--- src/rtl/ric_pkg.sv ---
`default_nettype none

package ric_pkg;

  localparam logic [1:0] ACT_GET     = 2'd0;
  localparam logic [1:0] ACT_RELEASE = 2'd1;
  localparam logic [1:0] ACT_MARK    = 2'd2;

  localparam logic [2:0] ST_HIT     = 3'd0;
  localparam logic [2:0] ST_MISS    = 3'd1;
  localparam logic [2:0] ST_FULL    = 3'd2;
  localparam logic [2:0] ST_RELEASE = 3'd3;
  localparam logic [2:0] ST_RECLAIM = 3'd4;
  localparam logic [2:0] ST_ERR_MRK = 3'd5;

  localparam logic [15:0] REFS_MAX = 16'hFFFF;

  // request token walking down the row of entries
  typedef struct packed {
    logic        valid;
    logic [1:0]  action;
    logic [31:0] inum;
    logic [5:0]  slot;
    logic        links_zero;
    logic        done;        // hit found
    logic        free_found;  // a free entry has been reserved
    logic [5:0]  res_slot;
    logic [2:0]  res_status;
    logic        res_nl;
    logic [15:0] res_refs;
  } ric_tok_t;

  // claim of the reserved free entry after a missing get
  typedef struct packed {
    logic        en;
    logic [31:0] tag;
  } ric_commit_t;

endpackage

`default_nettype wire

--- src/rtl/ric_cell.sv ---
`default_nettype none

module ric_cell #(
  parameter int unsigned IDX = 0
) (
  input  wire                  clk_i,
  input  wire                  rst_ni,
  input  ric_pkg::ric_tok_t    tok_i,
  input  ric_pkg::ric_commit_t commit_i,
  output ric_pkg::ric_tok_t    tok_o
);
  import ric_pkg::*;

  localparam logic [5:0] SLOT = 6'(IDX);

  logic [31:0] tag_q, tag_d;
  logic [15:0] refs_q, refs_d;
  logic        loaded_q, loaded_d;
  logic        reserve_q, reserve_d;
  ric_tok_t    tok_q, tok_d;
  logic        hit;
  logic        sel;

  assign hit = (refs_q != 16'd0) && (tag_q == tok_i.inum);
  assign sel = (32'(tok_i.slot) == 32'(IDX));

  always_comb begin
    tok_d     = tok_i;
    tag_d     = tag_q;
    refs_d    = refs_q;
    loaded_d  = loaded_q;
    reserve_d = reserve_q;
    if (tok_i.valid) begin
      unique case (tok_i.action)
        ACT_GET: begin
          reserve_d = 1'b0;
          if (!tok_i.done) begin
            if (hit) begin
              refs_d = (refs_q == REFS_MAX) ? refs_q : refs_q + 16'd1;
              tok_d.done       = 1'b1;
              tok_d.res_slot   = SLOT;
              tok_d.res_status = ST_HIT;
              tok_d.res_nl     = ~loaded_q;
              tok_d.res_refs   = refs_d;
            end else if (!tok_i.free_found && refs_q == 16'd0) begin
              reserve_d        = 1'b1;
              tok_d.free_found = 1'b1;
              tok_d.res_slot   = SLOT;
              tok_d.res_status = ST_MISS;
              tok_d.res_nl     = 1'b1;
              tok_d.res_refs   = 16'd1;
            end
          end
        end
        ACT_RELEASE: begin
          if (sel && refs_q != 16'd0) begin
            refs_d = refs_q - 16'd1;
            if (refs_d == 16'd0 && loaded_q && tok_i.links_zero) begin
              tok_d.res_status = ST_RECLAIM;
              tok_d.res_nl     = 1'b0;
              tok_d.res_refs   = 16'd0;
            end else begin
              tok_d.res_status = ST_RELEASE;
              tok_d.res_nl     = ~loaded_q;
              tok_d.res_refs   = refs_d;
            end
          end
        end
        ACT_MARK: begin
          if (sel) begin
            loaded_d       = 1'b1;
            tok_d.res_nl   = 1'b0;
            tok_d.res_refs = refs_q;
          end
        end
        default: ;
      endcase
    end
    if (commit_i.en && reserve_q) begin
      tag_d     = commit_i.tag;
      refs_d    = 16'd1;
      loaded_d  = 1'b0;
      reserve_d = 1'b0;
    end
  end

  always_ff @(posedge clk_i or negedge rst_ni) begin
    if (!rst_ni) begin
      tag_q     <= '0;
      refs_q    <= '0;
      loaded_q  <= 1'b0;
      reserve_q <= 1'b0;
      tok_q     <= '0;
    end else begin
      tag_q     <= tag_d;
      refs_q    <= refs_d;
      loaded_q  <= loaded_d;
      reserve_q <= reserve_d;
      tok_q     <= tok_d;
    end
  end

  assign tok_o = tok_q;

endmodule

`default_nettype wire

--- config.mk ---
export PLATFORM = sky130hd
export DESIGN_NAME = ric_cell
export DESIGN_NICKNAME = d
export VERILOG_FILES = /design/src/rtl/ric_pkg.sv /design/src/rtl/ric_cell.sv
export SDC_FILE = /design/constraint.sdc
export NUM_CORES = 1
export LEC_CHECK = 0
export BUFFER_PORTS_ARGS = -buffer_cell sky130_fd_sc_hd__buf_2
export CAP_MARGIN = 20
export CORE_ASPECT_RATIO = 0.5
export CORE_MARGIN = 2
export CORE_UTILIZATION = 40
export CTS_CLUSTER_SIZE = 10
export DETAILED_ROUTE_END_ITERATION = 12
export HOLD_SLACK_MARGIN = 0.03
export PLACE_DENSITY = 0.65
export SLEW_MARGIN = 10
export SYNTH_ARGS = -nofsm -noshare
export SYNTH_HDL_FRONTEND = slang
export SYNTH_SLANG_ARGS = --single-unit
--- constraint.sdc ---
create_clock -name clk_i -period 3 [get_ports clk_i]
set_input_delay 0.3 -clock clk_i [delete_from_list [all_inputs] [get_ports clk_i]]
set_output_delay 0.3 -clock clk_i [all_outputs]
set_load 0.05 [all_outputs]
### Word-level counts from Yosys, hierarchy flattened

Index checks and enable logic that the tools add are counted.

* register bits: 120
* input bits: 105

* $add $sub $neg: 2
* equal/unequal tests: 7
* mux-type cells: 29
* bitwise operators: 1
* reductions and logical operators: 20

Operators with widths (count)
* $mux 16: 6
* $mux 28: 2
* $pmux 17 s3: 1
* $mux 20: 2
* $eq 32x32->1: 1
* $logic_not 16->1: 2
* $pmux 16 s2: 1
* $mux 27: 1
* $mux 26: 1
* $mux 17: 1
* $add 16x1->16 const B: 1
* $eq 16x16->1 const B: 1
* $reduce_bool 16->1: 1
* $sub 16x1->16 const B: 1
* $mux 1: 12
* $ne 3x3->1 const B: 3
* $mux 8: 1
* $reduce_bool 2->1: 4
* $logic_and 1x1->1: 6
* $logic_not 6->1: 1
* $pmux 3 s2: 1
* $reduce_and 5->1: 1
* $reduce_and 3->1: 1
* $reduce_bool 3->1: 1
* 6 further kinds: 6

### Logic depth before layout (Yosys ltp)

Gate-level depths: netlist of run 1.

* word-level depth: 8
* gate-level depth with buffers: 12
* mapped depth without buffers: 9

### Worst setup path before layout of run 1

OpenSTA, ideal clock, no wires.

* path kind: flip-flop to flip-flop
* start: register refs_q[0]
* end: register tok_q, in the netlist tok_o[18]
* library setup time: 124 ps
* data arrival time: 2609 ps
* data required time: 2876 ps
* path slack: 266 ps
* cell stages (with the launch flop): 11
* buffers on the path: 1
* period minus slack after synthesis: 2734 ps
* cells stage by stage: dfrtp_1 > clkbuf_1 > inv_1 > ha_1 > nor3b_1 > nand4b_1 > xor2_1 > nor4b_1 > nand3_1 > a211oi_1 > nor2_1

RTL lines
* from (decl): line ric_cell.sv:17 `logic [15:0] refs_q, refs_d;`
* from (signal assigned): line ric_cell.sv:96 `refs_q <= refs_d;`
* to (signal assigned): line ric_cell.sv:99 `tok_q <= tok_d;`
* to (decl): line ric_cell.sv:20 `ric_tok_t tok_q, tok_d;`

==> results of run 1 <==
[state kept, by name, indices dropped and copies added, names as in the netlist]
name       cells
tok_o         70
tag_q         32
refs_q        16
loaded_q       1
reserve_q      1
[area by class of cell]
cell class,instances,area (sq um),share of cell area (%)
multi-input combinational,516,3090,35.9
timing repair buffer,261,1650,19.2
clock buffer,17,425,4.95
clock inverter,15,158,1.83
tap,204,255,2.97
inverter,6,22.5,0.262
sequential,120,3000,34.9
[metrics by stage]
| step | hold WS [ps] | worst slack (ps) |
|---|---|---|
| 6_report | 62.5 | 267 |
| 5_1_grt | 55.5 | 124 |
| 4_1_cts | 32.1 | 123 |
| 3_5_place_dp | 413 | 237 |
| 3_3_place_gp | 397 | 239 |
| 2_1_floorplan | 4.41 | 266 |
[power breakdown]
part	switching, uW	internal, uW	total [uW]
Sequential	148	1860	2010
Clock	903	1180	2080
Combinational	758	411	1170
Total	1810	3450	5260
[path summary, 6_finish.rpt]
| check | endpoint |
|---|---|
| min reg2reg | tag_q[12]$_DFFE_PN0P_ |
| max in group asynchronous | tok_o[0]$_DFF_PN0_ |
| max reg2reg | refs_q[1]$_DFFE_PN0P_ |
| min in group asynchronous | tag_q[16]$_DFFE_PN0P_ |
| max | tok_o[6]$_DFF_PN0_ |
| min | tag_q[20]$_DFFE_PN0P_ |
[cell usage in the layout, fill, tap and decap left out, drive strengths merged, types with 8 or more instances in the layout]
master / netlist / layout
a211oi: 8 / 8
a21oi: 33 / 33
buf: 17 / 221
clkbuf: 24 / 17
dfrtp: 120 / 120
dlygate4sd3: 0 / 40
inv: 6 / 15
mux2i: 9 / 9
nand2: 148 / 148
nand3: 21 / 21
nand4: 22 / 22
nor2: 50 / 50
nor2b: 9 / 9
nor3: 17 / 17
nor4: 14 / 14
o21ai: 35 / 35
xnor2: 36 / 36
xor2: 21 / 21
[worst reg2reg max path, delay by kind of cell, from the launching register on]
family                   cells  cell delay [ps]
buffers and inverters        2              380
AND/OR/NAND/NOR              5             1200
AO/OA/AOI/OAI                2              440
flip-flops                   1              370
adder cells (fa/ha/maj)      1              170
[repair_timing]
action / in CTS / in global routing
resized for setup: 0 / 1
hold buffers: 39 / 1
endpoints found under the setup margin: 0 / 3
endpoints found under the hold margin: 92 / 1
[cells by family (layout without fill, tap and decap cells)]
group | Yosys count | in the layout | share of synthesized area, %
xor gates and xnor gates | 57 | 57 | 7.92
buffers and inverters | 47 | 299 | 3.42
adders and majority gates | 4 | 4 | 0.794
DFF | 120 | 120 | 47.7
muxes | 10 | 10 | 1.61
and+or+nand+nor | 320 | 320 | 25.7
AOI/OAI and AO/OA | 125 | 125 | 12.9
[metal layers]
| layer | global-route usage, % | wire (um) | up-vias |
|---|---|---|---|
| met2 | 39.8 | 9430 | 293 |
| met1 | 35.6 | 9590 | 2940 |
| met4 | 8.67 | 364 | 0 |
| met5 | 0 | 0 | - |
| met3 | 6.88 | 1860 | 28 |
| li1 | - | - | 2886 |
==> reports/results.ini, run 1 <==
[logic_synthesis]
syn_area_sq_mm = 0.00630
ys_async_sr_fraction_pct = 100
synth_top_area_share_pct = 47.7
synth-warning-count = 0
syn-num-nets = 792
ys_seq_area_share_pct = 47.7
syn_inst = 683
synthTopCellsByCount = 148 x nand2_1, 120 x dfrtp_1, 46 x nor2_1
synthDistinctLibCells = 68
yosysTopAreaCell = dfrtp_1
synthTopCellsByArea = dfrtp_1 48%, nand2_1 8.8%, xnor2_1 5.0%
synth_seq_cells = 120
synth_edf_count = 0
ys.flop_type = dfrtp_1
syn_avg_cell_area_sq_um = 9.23
synth_most_common_cell = nand2_1

[setup_path]
max_stage_delay_ps = 580
cp_top_family = simple AND/OR/NAND/NOR gates
startpoint = tok_i[57]
cp_slowest_cell = or4_1
reg2reg_depth = 10
cp.required_ps = 3320
critPathCaptureType = flip-flop
path_depth = 9
criticalPathCategory = in2reg
critPathLaunchType = primary input
crit_path_cell_trace = dlygate4sd3_1 -> buf_2 -> xor2_1 -> or4_1 -> nor4_4 -> and3_2 -> a31oi_1 -> or3_1 -> o211ai_1
cp_num_buf_inv = 2
r2r_start = refs_q[0]$_DFFE_PN0P_
path_max_fanout = 10
critPathArrivalTime_ps = 3060
rrSetupSlack_ps = 310

[power_and_ir_drop]
total_power_uw = 5260
p_per_area_mw_per_mm2 = 611
leakagePower_uw = 0.00394
ir_worst_vdd_uv = 365

[clock_network]
cts_tree = built
cts_setup_buffers = 0
worstSkewPairLatency_ps = 430
cts-root-buf = clkbuf_16
cts_max_path_buffers = 2
cts_inserted_buffers = 17
htree_levels = 4
clkTransAtPathRegs_ps = 70
cts.sinks = 120

[min_path]
hold_start = commit_i[20]
hp-class = in2reg
min_path_cells = 3

[floorplanning]
ioPinCount = 175
start_util_pct = 40.9
core-area_sq_mm = 0.0154
dieArea_sq_mm = 0.0168
die_h_um = 92.8
dieWidth_um = 181
placementRows = 32

[grt]
grt_max_degree = 57
first_global_vias = 6091
grt_pass1_wl_mm = 33.5
antenna_found_initial = 0
gr-total-overflow = 0
track_usage_pct = 25.9

[timing]
rsz0062_at_grt = no
finalWorstPathRequiredPeriod_ps = 2730
setup_tns_ps = 0
hold_viol = 0
tightestPinTransition_ps = 1030
finalCritPeriodShare_pct = 91.1
fmax_ghz = 0.366
setup_viol = 0
slew_headroom_pct = 31.2
drv_slew = 0
finClkSkew_ps = 17.7

[cells_and_area]
diodes = 0
finalInstanceArea_sq_mm = 0.00860
nFillCells = 1376
drive_gt1_share_pct = 29.7
finish.utilization_pct = 55.8
finalNonFillerCells = 1139
fin_nets = 1031
synthToLayoutAreaGrowth_pct = 36.5

[drt]
routedWlPerCell_um = 18.6
viasPerCell = 5.40
vias = 6147
routed_wl_mm = 21.2
dr.pass1.iters = 4
drc = 0
drt-initial-drc-count = 646
drtAntennaViolNets = 0

[run_status]
outcome = finished, final reports clean

[placed_design]
place_congestion = 0.951
dp_hpwl_mm = 15.2
postPlaceCellArea_sq_mm = 0.00762
port_buffers = 174
dp_cells = 1067

[run]
max-cap-violations = 0

Note: power is estimated with default switching activity, not from simulation.
==> run 2, diff against run 1 <==
--- a/config.mk
+++ b/config.mk
@@ -14,6 +14,7 @@
 export DETAILED_ROUTE_END_ITERATION = 12
 export HOLD_SLACK_MARGIN = 0.03
 export PLACE_DENSITY = 0.65
+export REMOVE_ABC_BUFFERS = 1
 export SLEW_MARGIN = 10
 export SYNTH_ARGS = -nofsm -noshare
 export SYNTH_HDL_FRONTEND = slang
==> constraint.sdc (replaced) <==
create_clock -name clk_i -period 2.7 [get_ports clk_i]
set_input_delay 0.27 -clock clk_i [delete_from_list [all_inputs] [get_ports clk_i]]
set_output_delay 0.27 -clock clk_i [all_outputs]
set_load 0.05 [all_outputs]
==> reports/results.ini, run 2 (synthesized netlist as in run 1, its figures left out) <==
[run_status]
outcome = finished, final reports clean

[setup_path]
critPathArrivalTime_ps = 2860  ; -200 ps
max_stage_delay_ps = 560  ; -20 ps
reg2reg_depth = 9  ; -1
cp_common_cell = buf_4
cp_slowest_cell = dfrtp_1
rrSetupSlack_ps = 130  ; -180 ps
critPathLaunchType = flip-flop
rr_endpoint = tok_o[0]$_DFF_PN0_
criticalPathCategory = reg2reg
cp.required_ps = 2990  ; -330 ps
path_depth = 9  ; unchanged
r2r_start = refs_q[3]$_DFFE_PN0P_
path_max_fanout = 8  ; -2
crit_path_cell_trace = buf_4 -> nand3_1 -> buf_4 -> nor4_4 -> buf_4 -> xnor2_1 -> or3b_1 -> a21oi_1 -> o211ai_1
critPathCaptureType = flip-flop
cp_top_family = simple AND/OR/NAND/NOR gates
cp_num_buf_inv = 3  ; +1

[timing]
hold_viol = 0  ; unchanged
finalCritPeriodShare_pct = 95.2
slew_headroom_pct = 64.1  ; +33 points
finClkSkew_ps = 14.1  ; -3.54 ps
drv_slew = 0  ; unchanged
finalWorstPathRequiredPeriod_ps = 2570
tightestPinTransition_ps = 534  ; -498 ps
setup_tns_ps = 0  ; unchanged
whs_ps = 42.8  ; -19.7 ps
fin_ws_ps = 130  ; -137 ps
fmax_ghz = 0.389
setup_viol = 0  ; unchanged

[clock_network]
htree_levels = 4  ; unchanged
clkTransAtPathRegs_ps = 70  ; about the same
worstSkewPairLatency_ps = 420  ; about the same
cts_setup_buffers = 0  ; unchanged
cts.sinks = 120  ; unchanged
cts_inserted_buffers = 17  ; unchanged
cts_tree = built
cts_max_path_buffers = 2  ; unchanged
cts-root-buf = clkbuf_16

[grt]
track_usage_pct = 26.7  ; +0.80 points
grt_max_degree = 60  ; +5.3%
gr-total-overflow = 0  ; unchanged
first_global_vias = 6490  ; +6.6%
antenna_found_initial = 0  ; unchanged
grt_pass1_wl_mm = 34.6  ; +3.5%

[floorplanning]
placementRows = 32  ; unchanged
die_h_um = 92.8  ; unchanged
core-area_sq_mm = 0.0154  ; unchanged
start_util_pct = 40.9  ; unchanged
ioPinCount = 175  ; unchanged
dieWidth_um = 181  ; unchanged
dieArea_sq_mm = 0.0168  ; unchanged

[cells_and_area]
drive_gt1_share_pct = 32.4  ; +2.7 points
finalNonFillerCells = 1182  ; +3.8%
synthToLayoutAreaGrowth_pct = 43.6
final_common_cell = buf_2
fin_nets = 1074  ; +4.2%
final_cell_mix = 173 x buf_2, 148 x nand2_1, 120 x dfrtp_1
largest_reg_flops = 70  ; unchanged
diodes = 0  ; unchanged

[power_and_ir_drop]
total_power_uw = 5890  ; +12%
ir_worst_vdd_uv = 422  ; +16%
leakagePower_uw = 0.00419  ; +6.3%
p_per_area_mw_per_mm2 = 651  ; +6.5%

[placed_design]
dp_hpwl_mm = 15.4  ; +1.3%
port_buffers = 174  ; unchanged
dp_cells = 1100  ; +3.1%
place_congestion = 0.918  ; -3.4%
dp_slack_ps = -58.1  ; -295 ps

[drt]
routed_wl_mm = 21.7  ; +2.4%
routedWlPerCell_um = 18.4  ; -1.4%
drtAntennaViolNets = 0  ; unchanged
dr.pass1.iters = 5  ; +1
drc = 0  ; unchanged
viasPerCell = 5.40  ; about the same
vias = 6383  ; +3.8%
drt-initial-drc-count = 563  ; -13%

[min_path]
hold_end = tag_q[5]$_DFFE_PN0P_
min_path_cells = 3  ; unchanged
hold_start = commit_i[5]
hp-class = in2reg

[run]
max-cap-violations = 0  ; unchanged

==> run 2: changes by cell type in the layout (fill, tap and decap cells not counted), moves of 2 or more <==
cell	delta
buf_4	+31
dlygate4sd3_1	+10
buf_12	+2
clkinv_4	-2
inv_6	+2
nor4b_1	-2
==> run 2: where the power goes <==
group / switching, uW / internal [uW]
logic: 862 / 498
registers: 159 / 2070
clock network: 973 / 1330
==> run 2: final cells by class <==
class                           count  area [sq um]
Clock buffer                       18           439
Clock inverter                     14           149
Sequential cell                   120          3000
Fill cell                        1329          6370
Timing Repair Buffer              304          2020
Multi-Input combinational cell    516          3150
Tap cell                          204           255
Inverter                            6          22.5
==> run 2: worst max path at each step <==
stage                           from                  end  slack [ps]
4_1_cts                    tok_i[37]   tok_o[0]$_DFF_PN0_           3
2_1_floorplan  refs_q[0]$_DFFE_PN0P_  tok_o[18]$_DFF_PN0_          50
6_report       refs_q[3]$_DFFE_PN0P_   tok_o[0]$_DFF_PN0_         130
5_1_grt        refs_q[3]$_DFFE_PN0P_  tok_o[14]$_DFF_PN0_         -30
3_3_place_gp               tok_i[37]   tok_o[0]$_DFF_PN0_           8
3_5_place_dp               tok_i[37]   tok_o[0]$_DFF_PN0_         -60
==> run 2: timing repair <==
item	in CTS	in global routing
pin swaps	0	2
endpoints found under the setup margin	2	19
hold endpoints to repair	84	0
gates resized for setup	1	11
hold buffers	50	0
==> run 2: through the flow <==
step | area (sq um) | utilization [%]
6_report | 9050 | 58.7
5_1_grt | 9050 | 58.7
4_1_cts | 8980 | 58.2
3_5_place_dp | 7890 | 51.2
3_3_place_gp | 7890 | 51.2
2_1_floorplan | 6110 | -
==> run 2: layer usage <==
| layer | GRT usage, % | wire (um) | up-vias |
|---|---|---|---|
| li1 | - | - | 2966 |
| met1 | 35.5 | 9440 | 3032 |
| met2 | 43.4 | 10000 | 335 |
| met3 | 6.06 | 1840 | 50 |
| met4 | 9.01 | 418 | 0 |
| met5 | 0 | 0 | - |
==> run 2: tightest hold or removal path, delay by kind of cell <==
kind | cells | cell delay [ps]
buf+inv | 1 | 80
simple gates | 2 | 80
